[src/sv/pul_pkg.sv]
// ----------------------------------------------------------------------------
// pul_pkg
// Shared types and constants for the permutation unrank unit: field widths,
// the sequencer state type and the factorial table.
// ----------------------------------------------------------------------------
package pul_pkg;

   localparam int RANK_W  = 62;
   localparam int FIELD_W = 5;

   typedef enum logic [1:0] {
      ST_IDLE,
      ST_START,
      ST_DIV,
      ST_EMIT
   } state_type;

   // j! for j = 0..19; unused codes give 1
   function automatic logic [RANK_W-1:0] fact_f(input logic [FIELD_W-1:0] j);
      logic [RANK_W-1:0] f;
      case (j)
         5'd0:    f = 62'd1;
         5'd1:    f = 62'd1;
         5'd2:    f = 62'd2;
         5'd3:    f = 62'd6;
         5'd4:    f = 62'd24;
         5'd5:    f = 62'd120;
         5'd6:    f = 62'd720;
         5'd7:    f = 62'd5040;
         5'd8:    f = 62'd40320;
         5'd9:    f = 62'd362880;
         5'd10:   f = 62'd3628800;
         5'd11:   f = 62'd39916800;
         5'd12:   f = 62'd479001600;
         5'd13:   f = 62'd6227020800;
         5'd14:   f = 62'd87178291200;
         5'd15:   f = 62'd1307674368000;
         5'd16:   f = 62'd20922789888000;
         5'd17:   f = 62'd355687428096000;
         5'd18:   f = 62'd6402373705728000;
         5'd19:   f = 62'd121645100408832000;
         default: f = 62'd1;
      endcase
      return f;
   endfunction

endpackage

[src/sv/pul_free_pick.sv]
// ----------------------------------------------------------------------------
// pul_free_pick
// Finds the lowest unused value index at or above a start index, among the
// first len values.
// ----------------------------------------------------------------------------
module pul_free_pick
   import pul_pkg::*;
#(
   parameter int MAX_LEN = 20,
   parameter int IDX_W   = 5
) (
   input  logic [MAX_LEN-1:0] used_mask,
   input  logic [FIELD_W-1:0] len,
   input  logic [IDX_W:0]     from_idx,
   output logic [IDX_W-1:0]   pick_idx
);

   logic [MAX_LEN-1:0] free_mask;

   always_comb begin
      for (int j = 0; j < MAX_LEN; j++) begin
         free_mask[j] = !used_mask[j] && (FIELD_W'(j) < len) && ((IDX_W+1)'(j) >= from_idx);
      end
   end

   // lowest set bit wins: scan downwards so the last hit is the lowest
   always_comb begin
      pick_idx = '0;
      for (int j = MAX_LEN - 1; j >= 0; j--) begin
         if (free_mask[j]) begin
            pick_idx = IDX_W'(j);
         end
      end
   end

endmodule

[src/sv/permutation_unrank_lexicographic_unit.sv]
// ----------------------------------------------------------------------------
// permutation_unrank_lexicographic_unit
// Decodes a lexicographic rank into the elements of a permutation of 1..n.
// ----------------------------------------------------------------------------
// One item carries a zero-based rank and a length n; the unit returns n items,
// element values in position order, with is_last set on the final one. A
// length of zero gives no results and a length above MAX_LEN is taken as
// MAX_LEN. Each digit (rank divided by the remaining factorial, clamped to the
// number of remaining positions, so a too-large rank saturates toward the
// last permutation) is found by repeated subtraction of the factorial in one
// shared 62-bit compare/subtract unit, one step a cycle; each step also walks
// a pointer to the next unused value, so the chosen element is ready when the
// digit is. Each position seeds its candidate in ST_START, counts its digit
// d_i in ST_DIV by d_i subtractions and a last compare that stops, and is
// held in ST_EMIT until rsp_ready takes the result.
// The unit takes a new item only when the previous one has been fully
// delivered.
// ----------------------------------------------------------------------------
module permutation_unrank_lexicographic_unit
   import pul_pkg::*;
#(
   parameter int MAX_LEN = 20
) (
   input  logic                clock,
   input  logic                reset,
   input  logic                req_valid,
   output logic                req_ready,
   input  logic [RANK_W-1:0]   req_rank_index,
   input  logic [FIELD_W-1:0]  req_perm_length,
   output logic                rsp_valid,
   input  logic                rsp_ready,
   output logic [FIELD_W-1:0]  rsp_element_value,
   output logic [FIELD_W-1:0]  rsp_position,
   output logic                rsp_is_last
);

   localparam int IDX_W = (MAX_LEN > 1) ? $clog2(MAX_LEN) : 1;
   localparam logic [FIELD_W-1:0] LEN_MAX = FIELD_W'(MAX_LEN);

   state_type          state_ff, state_in;
   logic [RANK_W-1:0]  rank_ff, rank_in;      // remaining rank
   logic [FIELD_W-1:0] len_ff, len_in;        // saturated length
   logic [FIELD_W-1:0] rem_ff, rem_in;        // positions left after this one
   logic [FIELD_W-1:0] pos_ff, pos_in;        // current position
   logic [FIELD_W-1:0] digit_ff, digit_in;    // digit counted so far
   logic [IDX_W-1:0]   val_ff, val_in;        // candidate element, zero based
   logic [MAX_LEN-1:0] used_ff, used_in;

   logic [RANK_W-1:0]  fact;
   logic               rank_ge;
   logic [IDX_W:0]     from_idx;
   logic [IDX_W-1:0]   pick_idx;

   // shared compare/subtract operand
   assign fact    = fact_f(rem_ff);
   assign rank_ge = rank_ff >= fact;

   // the start of a digit looks from the bottom, each step looks above the candidate
   assign from_idx = (state_ff == ST_START) ? '0 : ({1'b0, val_ff} + (IDX_W+1)'(1));

   pul_free_pick #(
      .MAX_LEN (MAX_LEN),
      .IDX_W   (IDX_W)
   ) u_pick (
      .used_mask (used_ff),
      .len       (len_ff),
      .from_idx  (from_idx),
      .pick_idx  (pick_idx)
   );

   always_ff @(posedge clock) begin
      if (reset) begin
         state_ff <= ST_IDLE;
      end else begin
         state_ff <= state_in;
      end
   end

   always_ff @(posedge clock) begin
      rank_ff  <= rank_in;
      len_ff   <= len_in;
      rem_ff   <= rem_in;
      pos_ff   <= pos_in;
      digit_ff <= digit_in;
      val_ff   <= val_in;
      used_ff  <= used_in;
   end

   always_comb begin
      state_in = state_ff;
      rank_in  = rank_ff;
      len_in   = len_ff;
      rem_in   = rem_ff;
      pos_in   = pos_ff;
      digit_in = digit_ff;
      val_in   = val_ff;
      used_in  = used_ff;
      req_ready = 1'b0;
      rsp_valid = 1'b0;

      case (state_ff)
         ST_IDLE: begin
            req_ready = 1'b1;
            if (req_valid) begin
               rank_in  = req_rank_index;
               len_in   = (req_perm_length > LEN_MAX) ? LEN_MAX : req_perm_length;
               rem_in   = len_in - FIELD_W'(1);
               pos_in   = '0;
               digit_in = '0;
               used_in  = '0;
               // drop zero-length items
               if (req_perm_length != '0) begin
                  state_in = ST_START;
               end
            end
         end
         ST_START: begin
            // seed the candidate with the smallest unused value
            val_in   = pick_idx;
            digit_in = '0;
            state_in = ST_DIV;
         end
         ST_DIV: begin
            // one subtraction per cycle, advance the candidate alongside
            if (digit_ff != rem_ff && rank_ge) begin
               rank_in  = rank_ff - fact;
               digit_in = digit_ff + FIELD_W'(1);
               val_in   = pick_idx;
            end else begin
               state_in = ST_EMIT;
            end
         end
         ST_EMIT: begin
            rsp_valid = 1'b1;
            if (rsp_ready) begin
               used_in[val_ff] = 1'b1;
               if (rem_ff == '0) begin
                  state_in = ST_IDLE;
               end else begin
                  rem_in   = rem_ff - FIELD_W'(1);
                  pos_in   = pos_ff + FIELD_W'(1);
                  state_in = ST_START;
               end
            end
         end
         default: begin
            state_in = ST_IDLE;
         end
      endcase
   end

   assign rsp_element_value = FIELD_W'(val_ff) + FIELD_W'(1);
   assign rsp_position      = pos_ff;
   assign rsp_is_last       = (rem_ff == '0);

   // a result never shares a cycle with input acceptance
   a_no_overlap: assert property (@(posedge clock) disable iff (reset)
      rsp_valid |-> !req_ready)
      else $error("result valid while taking input");

   // the digit never passes the clamp
   a_digit_clamp: assert property (@(posedge clock) disable iff (reset)
      (state_ff == ST_DIV) |-> (digit_ff <= rem_ff))
      else $error("digit above remaining positions");

   // an emitted element must not have been used before
   a_fresh_value: assert property (@(posedge clock) disable iff (reset)
      (rsp_valid && rsp_ready) |-> !used_ff[val_ff])
      else $error("element value repeated");

   // delivering the last element frees the input side
   a_last_frees: assert property (@(posedge clock) disable iff (reset)
      (rsp_valid && rsp_ready && rsp_is_last) |=> req_ready)
      else $error("not ready after last element");

endmodule

[config.mk]
export PLATFORM = sky130hd
export DESIGN_NAME = permutation_unrank_lexicographic_unit
export DESIGN_NICKNAME = d
export VERILOG_FILES = /design/src/sv/pul_pkg.sv /design/src/sv/pul_free_pick.sv /design/src/sv/permutation_unrank_lexicographic_unit.sv
export SDC_FILE = /design/constraint.sdc
export NUM_CORES = 1
export LEC_CHECK = 0
export ABC_CLOCK_PERIOD_IN_PS = 6800
export BUFFER_PORTS_ARGS = -buffer_cell sky130_fd_sc_hd__buf_2
export CELL_PAD_IN_SITES_DETAIL_PLACEMENT = 1
export CELL_PAD_IN_SITES_GLOBAL_PLACEMENT = 1
export CORE_MARGIN = 2
export CORE_UTILIZATION = 38
export CTS_BUF_LIST = sky130_fd_sc_hd__clkbuf_8
export DETAILED_ROUTE_END_ITERATION = 12
export PLACE_DENSITY = 0.79
export SETUP_SLACK_MARGIN = 0.3
export SLEW_MARGIN = 20
export SYNTH_ARGS = -nofsm -noshare
export SYNTH_HDL_FRONTEND = slang
export SYNTH_SLANG_ARGS = --single-unit
[constraint.sdc]
create_clock -name clock -period 6.8 [get_ports clock]
set_clock_uncertainty 0.05 [all_clocks]
set_input_delay 0.34 -clock clock [delete_from_list [all_inputs] [get_ports clock]]
set_output_delay 0.34 -clock clock [all_outputs]
set_load 0.01 [all_outputs]
# After elaboration in Yosys (flattened, before gate mapping)
# Memory sizes are Yosys's and may differ from the RTL's. A register that Yosys moved wholly into a read port is not among the register bits.
# Cells that the tools add are included.
# totals
register_bits	109
romBits	1760
in_bits	71
output_inout_bits	13
wordCells	198
n_memories	1
# classes
addsub	7
magnitude_cmp	44
eq_ne	10
n_mux	51
bitwise_logic	1
n_reduce_logical	76
# mem_list
memory	depth	width	read_ports	rd_clocked_by_memory_dff	wr	line	rtl
(no name shown)	32	55	1	1	0	pul_pkg.sv:21	case (j)
# ops
operator	count
$mux 5	30
$mux 62	2
$pmux 62 s2	1
$ge 62x62->1	1
$sub 62x62->62	1
$ge 4x6->1 const A	8
$logic_and 1x1->1	42
$lt 4x5->1 const A	8
$mux 20	2
$pmux 20 s2	1
$pmux 5 s2	3
$ge 3x6->1 const A	4
$ge 5x6->1 const A	4
$logic_not 1->1	20
$lt 3x5->1 const A	4
$lt 5x5->1 const A	4
$or 20x20->20	1
$add 5x1->5 const B	3
$pmux 5 s3	1
$ge 1x6->1 const A	2
$ge 2x6->1 const A	2
$ne 2x2->1 const B	6
$lt 1x5->1 const A	2
$lt 2x5->1 const A	2
21 further kinds	35

# Logic depth before layout (Yosys ltp)
# logic_depth
ltp_word	26
ltp_mapped	14
depth_no_buf	14

# Cells and area by module
# Synthesis repeated with hierarchy kept, for this count alone.
# hier_totals
hier_cells	1250
hier_area_um2	11011.8
# modules_own_cells
module	instances	cells_per_inst	area_each_um2	seq_area_each_um2
permutation_unrank_lexicographic_unit	1	1122	10286.1	4134.0
pul_free_pick	1	128	725.7	0.0

# Least setup slack after synthesis
# Ideal clock, no wire load.
# synth_path
path_kind	register to register
from	register rank_ff[20]
to	register rank_ff[0] (enable)
setup_time_ns	0.503
arrival_ns	5.381
required_ns	6.247
path_slack_ns	0.867
path_stages_with_launch	12
n_path_buf	1
period_less_slack_ns	5.933
path_cell_list	edfxtp_1 > ha_1 > clkbuf_1 > nand2_1 > o21ai_0 > nor2_1 > a32oi_1 > nand4_1 > a21oi_1 > o31ai_1 > a221o_1 > a21oi_1
# synth_via
elab_chain_cells	4
# synth_lines
item	line	rtl
start: declaration	permutation_unrank_lexicographic_unit.sv:41	logic [RANK_W-1:0] rank_ff, rank_in;
start signal: assignment	permutation_unrank_lexicographic_unit.sv:80	rank_ff <= rank_in;
$ge 62x62->1	permutation_unrank_lexicographic_unit.sv:56	assign rank_ge = rank_ff >= fact;
$logic_and 1x1->1	permutation_unrank_lexicographic_unit.sv:125	if (digit_ff != rem_ff && rank_ge) begin
$ne 2x2->1 (no line)	n/a	
$reduce_and 3->1 (no line)	n/a	
# Every way passes these cells.
# A chain may end at the register's enable or synchronous reset.

# Worst setup path after layout
# layout_path
from	register state_ff[0]
to	register fact[20] (netlist name)
# layout_via
elab_chain_cells	4
elab_cells_between_ends	9
classes_between	eq/ne: 4; mux: 2; reduce/logical: 3
# layout_lines
item	line	rtl
start: declaration	permutation_unrank_lexicographic_unit.sv:40	state_type state_ff, state_in;
start signal: assignment	permutation_unrank_lexicographic_unit.sv:75	state_ff <= state_in;
$eq 2x2->1 or $logic_not 2->1 (tied branches)	permutation_unrank_lexicographic_unit.sv:101	case (state_ff)
$ne 2x2->1 (no line) or $reduce_bool 2->1 (tied branches)	n/a	
$reduce_and 4->1 (no line)	n/a	
$mux 5 (no line) (*)	n/a	
# Every way passes the cells marked *; elsewhere a longest branch is shown, timed or not.

==> summary.txt <==
Die
  • Die height: 173 um
  • Rows: 61
  • Starting Density: 38.8%
  • Die W: 173 um
  • Ports: 84
  • Core area: 27900 um2
  • Die Area: 29900 um2

Logic synthesis
  • Mapped Area: 10900 um2
  • Dominant synthesized flop cell: edfxtp_1
  • Synth async-reset ratio: 0%
  • Share of the synthesized area in the top cell type: 29.6%
  • Syn Inst Count: 1192
  • Post-synth EDFFs: 107
  • Synth unique cells: 71
  • Seq cells post-synth: 153
  • Synth Warn #: 0
  • Area contributors post-synth: edfxtp_1 30%, ha_1 8.8%, dfxtp_1 8.5%, mux2_2 5.4%, a21oi_1 4.4%
  • Post-Syn Nets: 1340
  • Leading area contributor after synthesis: edfxtp_1
  • Mean post-synth cell area: 9.10 um2
  • Seq/Total Area, Yosys: 38.1%

STA
  • Hold violation count in the final report: 0
  • Final slew viol count: 0
  • RSZ-0062 raised after global routing: false
  • Worst slew margin: 36.1%
  • Tcrit/Tclk final: 68.6%
  • Worst-margin pin slew: 0.957 ns
  • Maximum clock frequency: 214 MHz
  • Setup TNS: 0 ns
  • Fin crit period: 4.67 ns
  • Setup violators final: 0

Critical path
  • CP Buf/Inv Count: 3
  • Number of cells on the critical path: 13
  • Worst path cell trace: inv_1, ha_1, nor2b_1, a21o_1, o21bai_1, a21o_1, inv_1, a21boi_1, clkinv_1, ha_1, ha_1, o21ai_0, o21ai_0
  • Most numerous cell on the critical path: ha_1
  • CP top delay family: compound AO/OA/AOI/OAI gates
  • Startpoint Class: flip-flop
  • Crit path capture type: flip-flop
  • Max incr delay on CP: 0.83 ns
  • Kind of critical path: flip-flop to flip-flop
  • Required @ worst endpoint: 7.06 ns
  • CP max stage cell: a21boi_1
  • Worst Reg-to-Reg Cells: 13
  • Worst EP arrival: 4.93 ns
  • Max FO, Critical Path: 12

Global route
  • Pin count of the biggest net entering global routing: 68
  • Global route overflow: 0
  • First-pass GRT wire length: 50500 um
  • GRT Total Usage: 20.9%
  • Initial antenna violation count: 1
  • Number of global-route vias before repair: 9546

Final layout
  • Most frequent cells in the layout: 107 x edfxtp_1, 95 x a21oi_1, 92 x nand2_1
  • Fill count: 3292
  • Sequential cell area: 4130 um2
  • Area of the multi-input gates: 6210 um2
  • Most common cell after layout, fill and taps aside: edfxtp_1
  • Nets: 1395
  • Share of cells above drive strength 1: 14.1%
  • Area growth, synth to finish: 10.5%
  • N_diodes: 0

Drt
  • Via count: 9148
  • Pre-antenna DRT Iters: 5
  • Post-Route WL: 31300 um
  • Routed length per instance: 19.1 um
  • Via density: 5.58
  • DR iter-0 viols: 554
  • Antenna Nets Post-Route: 0
  • Post-route DRC: 0

CTS
  • Post-CTS resize count: 0
  • Insertion delay to the later sink of the worst-skew pair: 0.48 ns
  • Hold Buf Count CTS: 0
  • Root Buffer: clkbuf_8
  • CTS Buf Count: 17
  • Clock transition at the registers of the reported paths: 0.09 ns
  • CTS H-tree depth: 4
  • Worst-case clock buffer depth: 2
  • Clock Sinks: 153
  • CTS tree: built
  • # Post-CTS Setup Buffers: 0

Hold path
  • WHS Path Cells: 2
  • Tightest Hold Check Type: input pin to flip-flop

Run status
  • Status: complete, no violations

Placement
  • IO Port Bufs: 83
  • Final RePlAce weighted congestion: 0.875
  • Detail Placement HPWL: 24000 um

Job
  • Maxcap violations: 0
-- Yosys cell counts, types with 8 or more instances --
cell and number:
a21o_1 20, xor2_1 34, edfxtp_1 107, xnor2_1 40
o31ai_1 8, nand2_1 92, a211oi_1 8, a21oi_1 96
clkbuf_1 47, and3_1 17, o22ai_1 8, mux2_2 52
and2_1 19, nand3_1 27, ha_1 76, nor3_1 26
nor4_1 9, o21a_1 20, a221oi_1 8, o21bai_1 10
or3_1 10, nand2b_1 22, nor2b_1 22, dfxtp_1 46
a31oi_1 21, mux2i_1 8, o21ai_0 73, nor2_1 79
inv_1 82, nand4_1 18
-- per-stage QoR --
stage	hold slack [ns]	area (um2)	utilization, %	setup slack, ns	std cells
floorplan	0.391	10900	-	0.867	1192
global placement	0.460	11600	41.5	2.31	1606
CTS	0.0205	12000	42.9	2.24	1638
global route	0.0558	12000	42.9	1.84	1638
finish	0.0609	12000	42.9	2.13	1638
detailed placement	0.485	11600	41.5	2.25	1606
-- sequential cells by signal (all words and copies together), names as in the netlist --
signal and count:
rank_ff 62, fact 44, used_ff 20, digit_ff 5
len_ff 5, rem_ff 5, rsp_position 5, val_ff 5
state_ff 2
-- kinds of logic (layout without fill, tap and decap cells) --
logic type | after synthesis | in the layout | synth area share [%]
and+or+nand+nor | 368 | 368 | 17.1
AOI/OAI and AO/OA | 322 | 322 | 18.8
DFF | 153 | 153 | 38.1
buffers and inverters | 137 | 205 | 4.82
adders and majority gates | 77 | 77 | 8.95
xor gates and xnor gates | 74 | 74 | 5.97
muxes | 61 | 61 | 6.24
-- per-layer routing --
layer / GRT usage, % / up-vias / routed length [um]
met4: 5.83 / 2 / 499
met2: 35.0 / 202 / 14800
met3: 3.01 / 37 / 1250
met5: 0 / - / 13
li1: - / 4460 / -
met1: 28.2 / 4447 / 14700
-- path summary, 6_finish.rpt --
kind                             from  slack, ns                       end
max reg2reg  state_ff[0]$_SDFFE_PP0P_       2.13          fact[20]$_DFF_P_
max          state_ff[0]$_SDFFE_PP0P_       2.13          fact[20]$_DFF_P_
min reg2reg  state_ff[0]$_SDFFE_PP0P_       0.51  state_ff[0]$_SDFFE_PP0P_
min                             reset       0.06  state_ff[1]$_SDFFE_PP0P_
-- final cells by class --
class / count / share of cell area [%]
repair buffers: 88 / 3.88
multi-input cells: 902 / 51.8
flip-flops and latches: 153 / 34.5
inverters: 85 / 2.66
well taps: 378 / 3.94
clock inverters: 15 / 1.32
clock buffers: 17 / 1.95
Power is left out: the tool's default activity adds up to more than one toggle a clock period on the data nets, which glitch-free logic cannot reach.
